`src/rtl/rpn_pkg.sv`:
```
// Package for the RPN stack evaluator: action and fault codes, cell commands,
// controller states and stack sizing. No dependencies.
package rpn_pkg;

  localparam int STACK_DEPTH = 64;
  localparam int DEPTH_W     = $clog2(STACK_DEPTH + 1);
  localparam int DEPTH_OUT_W = 7;
  localparam int DATA_W      = 32;

  typedef enum logic [2:0] {
    ACT_PUSH = 3'd0,
    ACT_ADD  = 3'd1,
    ACT_SUB  = 3'd2,
    ACT_MUL  = 3'd3,
    ACT_DIV  = 3'd4,
    ACT_PEEK = 3'd5,
    ACT_POP  = 3'd6,
    ACT_SWAP = 3'd7
  } action_t;

  typedef enum logic [1:0] {
    FAULT_NONE  = 2'd0,
    FAULT_UNDER = 2'd1,
    FAULT_OVER  = 2'd2,
    FAULT_DIV0  = 2'd3
  } fault_t;

  typedef enum logic [1:0] {
    CELL_HOLD       = 2'd0,
    CELL_FROM_ABOVE = 2'd1,
    CELL_FROM_BELOW = 2'd2
  } cell_cmd_t;

  typedef enum logic [1:0] {
    ST_IDLE   = 2'd0,
    ST_MUL    = 2'd1,
    ST_DIV    = 2'd2,
    ST_FINISH = 2'd3
  } state_t;

endpackage

```
`src/rtl/rpn_cell.sv`:
```
// One stack entry: holds, or takes the entry above or below it.
// Depends on rpn_pkg.
module rpn_cell import rpn_pkg::*; (
  input  logic              clk,
  input  cell_cmd_t         cmd,
  input  logic [DATA_W-1:0] above,
  input  logic [DATA_W-1:0] below,
  output logic [DATA_W-1:0] value
);

  always_ff @(posedge clk) begin
    unique case (cmd)
      CELL_FROM_ABOVE: value <= above;
      CELL_FROM_BELOW: value <= below;
      default:         value <= value;
    endcase
  end

endmodule

```
`config.mk`:
```
export PLATFORM = sky130hd
export DESIGN_NAME = rpn_cell
export DESIGN_NICKNAME = d
export VERILOG_FILES = /design/src/rtl/rpn_pkg.sv /design/src/rtl/rpn_cell.sv
export SDC_FILE = /design/constraint.sdc
export NUM_CORES = 1
export LEC_CHECK = 0
export BUFFER_PORTS_ARGS = -buffer_cell sky130_fd_sc_hd__buf_2
export CORE_MARGIN = 8
export CORE_UTILIZATION = 33
export CTS_CLUSTER_DIAMETER = 50
export CTS_CLUSTER_SIZE = 24
export DETAILED_ROUTE_END_ITERATION = 8
export HOLD_SLACK_MARGIN = 0.03
export PLACE_DENSITY = 0.65
export RECOVER_POWER = 25
export SLEW_MARGIN = 20
export SYNTH_ARGS = -nofsm -noshare
export SYNTH_HDL_FRONTEND = slang
export SYNTH_SLANG_ARGS = --single-unit
```
`constraint.sdc`:
```
create_clock -name clk -period 1.8 [get_ports clk]
set_input_delay 0.09 -clock clk [delete_from_list [all_inputs] [get_ports clk]]
set_output_delay 0.09 -clock clk [all_outputs]
set_load 0.02 [all_outputs]
```
==> run summary <==
DR iter-0 viols = 25
Cell area after synthesis = 0.00153 mm²
Core area = 0.00441 mm²
DR pass1 iterations = 2
Mapped Avg Cell Area = 21.5 µm²
Hold Path End = value[28]
RSZ-0062 raised after global routing = false
Slew margin rel. = 0.436
Top reg by flops = value
Top flop regs = value: 32 flops
Total number of vias = 1011
Vias in the first global route = 1253
Worst-path maximum fanout = 15
Largest net degree at the start of global routing = 18
Num rows = 24
Bufs on Longest Clock Path = 2
Pwr per Cell Area = 922 mW/mm²
Fin crit share = 0.724
Final setup fails = 0
RePlAce Congestion = 0.697
Num CTS Buffers = 5
Clock H-tree levels = 2
DR WL/cell = 16.5 µm
Starting Density = 0.346
DRT Wirelength = 3780 µm
Worst path arrival time = 1.20 ns
CP required = 1.70 ns
Yosys warnings = 0
Final-stage net count = 244
Final Hold Viols = 0
Final Critical Period = 1.30 ns
Post-synthesis sequential area ratio = 0.630
Initial antenna violation count = 0
Most frequent cells in the layout = buf_2, edfxtp_1, mux2_4, clkbuf_8
Syn_nets = 139
First-pass GRT wire length = 5920 µm
Worst setup SP type = input pin
Layout cells sized above 1 = 0.785
Max-Cap Viols = 0
CTS tree = built
Setup TNS = 0 ns
Area grow syn2layout = 38.9%
Fin util = 0.480
Hold_buf cts = 0
IO Port Bufs = 98
Post_cts resized = 0
Peak VDD IR = 488 µV
Die height = 84.0 µm
Largest register FFs = 32
Via density = 4.41
Worst Hold Depth = 2
Fmax = 767 MHz
Min-delay src = above[28]
Die area = 0.00705 mm²
# IOs = 99
Final ANT Viol Nets = 0
Width of the die = 84.0 µm
Setup bufs post-CTS = 0
Global Route Usage Sum = 0.106
GRT Residual Overflow = 0
Flops & latches, synth = 32
Slew of the pin with the lowest slew margin = 0.846 ns
CP Class = in -> reg
Final Instance Area = 0.00212 mm²
Slew Limit Fails = 0
Yosys cell types = 7
Residual DRC = 0
Area of placed instances = 0.00204 mm²
Clk sinks = 32
Root buffer cell = clkbuf_8
Status = finished, final reports clean
Antenna diodes = 0
Pleak = 0.00100 µW
HP Class = in -> reg
Reg clk slew, reported paths = 0.07 ns
Most common cell after layout, fill and taps aside = buf_2
Fillers = 408
CP Capture Type = flop
Post-Synthesis Cells = 71
## stage by stage
stage / hold WS, ns / cells / total power [µW] / worst slack [ns]
after detailed placement: 0.393 / 221 / 1470 / 0.493
after floorplan: 0.307 / 71 / 1280 / 0.385
after CTS: 0.102 / 229 / 1990 / 0.791
after global placement: 0.390 / 221 / 1460 / 0.513
after global routing: 0.0945 / 229 / 2050 / 0.396
final: 0.110 / 229 / 1950 / 0.496
## critical path, cell delays in order
cell and delay [ns]:
buf_2 0.09, inv_1 0.05, ha_2 0.26, inv_1 0.07, clkbuf_1 0.64
## metal layers
metal,share of wire,track usage,wire length (µm),vias to the layer above
met5,0,0,0,-
met4,0.012,0.0408,44,0
met3,0.081,0.0566,307,6
met2,0.50,0.179,1910,58
met1,0.40,0.107,1520,464
li1,-,-,-,483
## Yosys cell counts, drive strengths merged
cell,n,area (µm²)
buf,4,71.3
edfxtp,32,961
ha,1,12.5
inv,2,7.51
mux2,32,473
## worst max-delay path by stage
| stage | cells past startpoint | startpoint | end |
|---|---|---|---|
| 3_5_place_dp | 5 | cmd[0] | value[27] |
| 6_report | 5 | cmd[0] | value[7] |
| 4_1_cts | 5 | cmd[0] | value[30] |
| 2_1_floorplan | 3 | cmd[0] | value[0] |
| 5_1_grt | 5 | cmd[0] | value[3] |
| 3_3_place_gp | 5 | cmd[0] | value[31] |
## cells by family (layout without fill, tap and decap cells)
| family | after synthesis | in the layout | share of synthesized area |
|---|---|---|---|
| adders and majority gates | 1 | 1 | 0.00820 |
| buffers and inverters | 6 | 112 | 0.0517 |
| DFF | 32 | 32 | 0.630 |
| muxes | 32 | 32 | 0.310 |
## area by class of cell
cell class / instances / area [µm²] / share of cell area
timing repair buffer: 102 / 517 / 0.244
clock buffer: 7 / 76.3 / 0.0360
clock inverter: 1 / 3.75 / 0.00177
tap: 52 / 65.1 / 0.0307
multi-input combinational: 33 / 488 / 0.230
sequential: 32 / 961 / 0.454
inverter: 2 / 7.51 / 0.00354
## report_power, final
part / leakage (µW) / total [µW] / switching, µW / internal, µW
Sequential: 0.000313 / 973 / 24.8 / 949
Clock: 0.0000399 / 511 / 242 / 269
Combinational: 0.000651 / 470 / 262 / 207
Total: 0.00100 / 1950 / 529 / 1420
Note: power is estimated with default switching activity, not from simulation.
