## config.mk

```make
export PLATFORM = sky130hd
export DESIGN_NAME = rpn_divider
export DESIGN_NICKNAME = d
export VERILOG_FILES = /design/src/rtl/rpn_pkg.sv /design/src/rtl/rpn_divider.sv
export SDC_FILE = /design/constraint.sdc
export NUM_CORES = 1
export LEC_CHECK = 0
export ABC_AREA = 0
export BUFFER_PORTS_ARGS = -buffer_cell sky130_fd_sc_hd__buf_2
export CORE_MARGIN = 2
export CORE_UTILIZATION = 30
export DETAILED_ROUTE_END_ITERATION = 8
export REMOVE_ABC_BUFFERS = 1
export SKIP_CTS_REPAIR_TIMING = 1
export SYNTH_ARGS = -nofsm -noshare
export SYNTH_HDL_FRONTEND = slang
export SYNTH_SLANG_ARGS = --single-unit
```

## constraint.sdc

```tcl
create_clock -name clk -period 5.85 [get_ports clk]
set_clock_uncertainty 0.05 [all_clocks]
set_input_delay 1.17 -clock clk [delete_from_list [all_inputs] [get_ports clk]]
set_output_delay 1.17 -clock clk [all_outputs]
set_load 0.005 [all_outputs]
```

## src/rtl/rpn_pkg.sv

```systemverilog
// Package for the RPN stack evaluator: action and fault codes, cell commands,
// controller states and stack sizing. No dependencies.
package rpn_pkg;

  localparam int STACK_DEPTH = 64;
  localparam int DEPTH_W     = $clog2(STACK_DEPTH + 1);
  localparam int DEPTH_OUT_W = 7;
  localparam int DATA_W      = 32;

  typedef enum logic [2:0] {
    ACT_PUSH = 3'd0,
    ACT_ADD  = 3'd1,
    ACT_SUB  = 3'd2,
    ACT_MUL  = 3'd3,
    ACT_DIV  = 3'd4,
    ACT_PEEK = 3'd5,
    ACT_POP  = 3'd6,
    ACT_SWAP = 3'd7
  } action_t;

  typedef enum logic [1:0] {
    FAULT_NONE  = 2'd0,
    FAULT_UNDER = 2'd1,
    FAULT_OVER  = 2'd2,
    FAULT_DIV0  = 2'd3
  } fault_t;

  typedef enum logic [1:0] {
    CELL_HOLD       = 2'd0,
    CELL_FROM_ABOVE = 2'd1,
    CELL_FROM_BELOW = 2'd2
  } cell_cmd_t;

  typedef enum logic [1:0] {
    ST_IDLE   = 2'd0,
    ST_MUL    = 2'd1,
    ST_DIV    = 2'd2,
    ST_FINISH = 2'd3
  } state_t;

endpackage

```

## src/rtl/rpn_divider.sv

```systemverilog
// Signed 32-bit divider, truncating toward zero, one quotient bit per cycle.
// Depends on rpn_pkg.
module rpn_divider import rpn_pkg::*; (
  input  logic              clk,
  input  logic              rst,
  input  logic              start,
  input  logic [DATA_W-1:0] num,
  input  logic [DATA_W-1:0] den,
  output logic              done,
  output logic [DATA_W-1:0] quotient
);

  localparam int CNT_W = $clog2(DATA_W);

  logic              busy;
  logic [CNT_W-1:0]  cnt;
  logic [DATA_W-1:0] rem;
  logic [DATA_W-1:0] quo;
  logic [DATA_W-1:0] ud;
  logic              neg;
  logic [DATA_W:0]   rem_t;
  logic              fits;

  assign rem_t    = {rem, quo[DATA_W-1]};
  assign fits     = rem_t >= {1'b0, ud};
  assign done     = busy && (cnt == CNT_W'(DATA_W - 1));
  assign quotient = neg ? (~quo + DATA_W'(1)) : quo;

  always_ff @(posedge clk) begin
    if (rst) begin
      busy <= 1'b0;
      cnt  <= '0;
    end else if (start) begin
      busy <= 1'b1;
      cnt  <= '0;
    end else if (busy) begin
      busy <= !done;
      cnt  <= cnt + CNT_W'(1);
    end
  end

  always_ff @(posedge clk) begin
    if (start) begin
      rem <= '0;
      quo <= num[DATA_W-1] ? (~num + DATA_W'(1)) : num;
      ud  <= den[DATA_W-1] ? (~den + DATA_W'(1)) : den;
      neg <= num[DATA_W-1] ^ den[DATA_W-1];
    end else if (busy) begin
      // restoring step: shift in next dividend bit, subtract when it fits
      rem <= fits ? DATA_W'(rem_t - {1'b0, ud}) : rem_t[DATA_W-1:0];
      quo <= {quo[DATA_W-2:0], fits};
    end
  end

endmodule

```

==> results.toml <==
[critical_path]
rrSetupSlack_ps = 2140
required_ps = 4630
start_kind = "flip-flop"
crit_path_max_fanout = 4
crit_end = "quotient[29]"
criticalPathCategory = "flip-flop to output pin"
endpoint_kind = "output pin"
reg2regPathDepth = 11
cp.arrival_ps = 3480
r2r-end = "rem[30]$_SDFFE_PP0P_"
critPathLaunch = "quo[9]$_DFFE_PP_"
reg2reg_from = "ud[1]$_DFFE_PP_"

[sta]
timing.final.crit_period_ps = 4700
slew_violations = 0
finalHoldViolCount = 0
worst_pin_slew_ps = 934
setup_viol = 0
post-route-period-util = 0.804
rsz0062_at_grt = "no"
fin_setup_tns_ps = 0
slew-limit-headroom = 0.377
clock.fmax_mhz = 213

[global_routing]
grt_pass1_vias = 6467
grt_use_total = 0.150
grt_max_degree = 84
antenna_found_initial = 2
grt_pass1_wl_um = 32300
overflow = 0

[run_status]
status = "complete, no violations"

[synthesis]
yosysTopAreaCell = "edfxtp_1"
ys_seq_area_frac = 0.355
synth_top_area_frac = 0.255
synthTopCellsByArea = "edfxtp_1 (26%), dfxtp_1 (10%), xnor2_1 (8.5%)"
synth_warnings = 0
synth-edff-count = 65
ys_seq_elements = 103
avgSynthCellArea_sq_um = 8.63
postSynth.asyncResetShare = 0
syn-instance-count = 886
syn_area_sq_um = 7640
synthDistinctLibCells = 63
ys.flop_type = "edfxtp_1"

[die]
pin_count = 100
initial_core_util = 0.304
fp-row-count = 58
fp.dieW_um = 164
die_y_um = 164
die_area_sq_um = 26800
core_region_area_sq_um = 25100

[cts]
cts_tree = "yes"
clk_latency_ps = 370
clock-root-buffer = "clkbuf_16"
clock-sinks = 103
clockBufferDepth = 2
cts_buffers = 9
htree_num_levels = 3
clk_pin_slew_ps = 70

[final_layout]
area_growth_pct = 14.5
drive_above_1_share = 0.153
nets = 1062
fin_util = 0.349
n_antenna_cell = 0
multi_input_area_sq_um = 4570
n_fill_cell = 2688
seq_area_sq_um = 2710

[job]
maxCapViolCount = 0

[placed_design]
portBuffers = 99
dpl.hpwl_um = 14600
gp_congestion = 0.859

[drt]
post-route-drc-count = 0
drt_iter0_markers = 330
vias = 6593
ant_nets = 0
viasPerCell = 5.10
firstDrtPassIters = 6
wl_um = 19600
drt-wirelength-per-cell_um = 15.1

[power_and_ir_drop]
power.density_nw_per_um2 = 252
ir_drop_mv = 0.139
p_leak_nw = 3.44

[hold_path]
hp-class = "flip-flop to flip-flop"
-- power by group --
group | total [mW] | leakage, nW | internal (mW) | switching [mW]
clock network | 0.681 | 0.162 | 0.382 | 0.299
logic | 0.612 | 2.33 | 0.261 | 0.351
registers | 0.913 | 0.949 | 0.853 | 0.0599
-- logic make-up (layout without fill, tap and decap cells) --
logic type                 Yosys count  after routing  synth area share
DFF                                103            103             0.355
AOI/OAI and AO/OA                  247            247             0.214
muxes                                7              7           0.00982
buffers and inverters               96            172            0.0480
adders and majority gates           38             38            0.0632
xor gates and xnor gates           116            116             0.133
and+or+nand+nor                    279            279             0.177
-- worst min-delay path by stage --
stage	startpoint	endpoint	slack, ps	depth (start not counted)
3_5_place_dp	rem[31]$_SDFFE_PP0P_	rem[31]$_SDFFE_PP0P_	410	1
4_1_cts	rem[31]$_SDFFE_PP0P_	rem[31]$_SDFFE_PP0P_	440	1
3_3_place_gp	rem[31]$_SDFFE_PP0P_	rem[31]$_SDFFE_PP0P_	410	1
6_report	rem[31]$_SDFFE_PP0P_	rem[31]$_SDFFE_PP0P_	430	1
2_1_floorplan	rem[31]$_SDFFE_PP0P_	rem[31]$_SDFFE_PP0P_	390	1
5_1_grt	rem[20]$_SDFFE_PP0P_	rem[20]$_SDFFE_PP0P_	470	2
-- Yosys cell counts (13+ instances only) --
| master | n |
|---|---|
| xor2_1 | 42 |
| dfxtp_1 | 38 |
| nand2_1 | 91 |
| nor2_1 | 82 |
| nand4_1 | 13 |
| or3_1 | 13 |
| a21oi_1 | 62 |
| nand2b_1 | 13 |
| edfxtp_1 | 65 |
| a311oi_1 | 15 |
| inv_1 | 52 |
| ha_1 | 37 |
| o21ai_0 | 53 |
| o31ai_1 | 35 |
| clkbuf_1 | 37 |
| xnor2_1 | 74 |
| a21o_1 | 14 |
| nor3_1 | 13 |
-- cells in the final DEF (no fill, tap or decap), types with 4 or more instances in the layout --
master     count
a2111oi_0      4
a211oi_1       6
a21boi_0       4
a21o_1        14
a21oi_1       62
a311oi_1      15
a31oi_1        6
and3_1         5
buf_2         98
buf_4          6
clkbuf_16      9
dfxtp_1       38
edfxtp_1      65
ha_1          37
inv_1         52
mux2_2         4
nand2_1       91
nand2b_1      13
nand3_1        5
nand4_1       13
nor2_1        82
nor2b_1        5
nor3_1        13
nor4_1         7
o211ai_1       5
o21a_1         6
o21ai_0       53
o31ai_1       35
o41ai_1       11
or2_2          6
or3_1         13
or4_1         11
xnor2_1       74
xor2_1        42
-- final cells by class --
type                            count  area share
Tap cell                          330      0.0472
Clock inverter                      7      0.0117
Sequential cell                   103       0.310
Timing Repair Buffer              104      0.0612
Clock buffer                        9      0.0257
Inverter                           52      0.0223
Multi-Input combinational cell    687       0.522
-- flip-flops by register name (all words and copies together) (netlist names) --
register,count
cnt,5
ud,32
rem,32
busy,1
neg,1
quo,32
-- worst max-delay path, cell delays in order, from the launching register on --
cell and delay [ps]:
edfxtp_1 450, or4_4 560, nor4_1 270, nand3_1 200, or3_1 380, inv_1 70, nand2_1 90, or4_1 470
o41ai_1 320, xnor2_1 170, buf_2 130
-- through the flow --
| step | cell area, sq um | hold WS [ps] | setup WS, ps | std cells | total power, mW |
|---|---|---|---|---|---|
| floorplan | 7470 | 391 | 1200 | 842 | 1.32 |
| global placement | 8420 | 409 | 1590 | 1276 | 1.53 |
| detailed placement | 8420 | 415 | 1540 | 1276 | 1.54 |
| CTS | 8750 | 436 | 1140 | 1292 | 2.22 |
| global route | 8750 | 471 | 867 | 1292 | 2.33 |
| finish | 8750 | 435 | 1150 | 1292 | 2.21 |
-- metal layers --
metal	routed length, um	GRT usage	vias up	share of wire
li1	-	-	3353	-
met5	13	0	-	0.00066
met4	339	0.0447	2	0.017
met1	8750	0.186	3082	0.45
met3	887	0.0320	25	0.045
met2	9560	0.260	131	0.49
No activity file was read; power rests on OpenSTA's default activity.
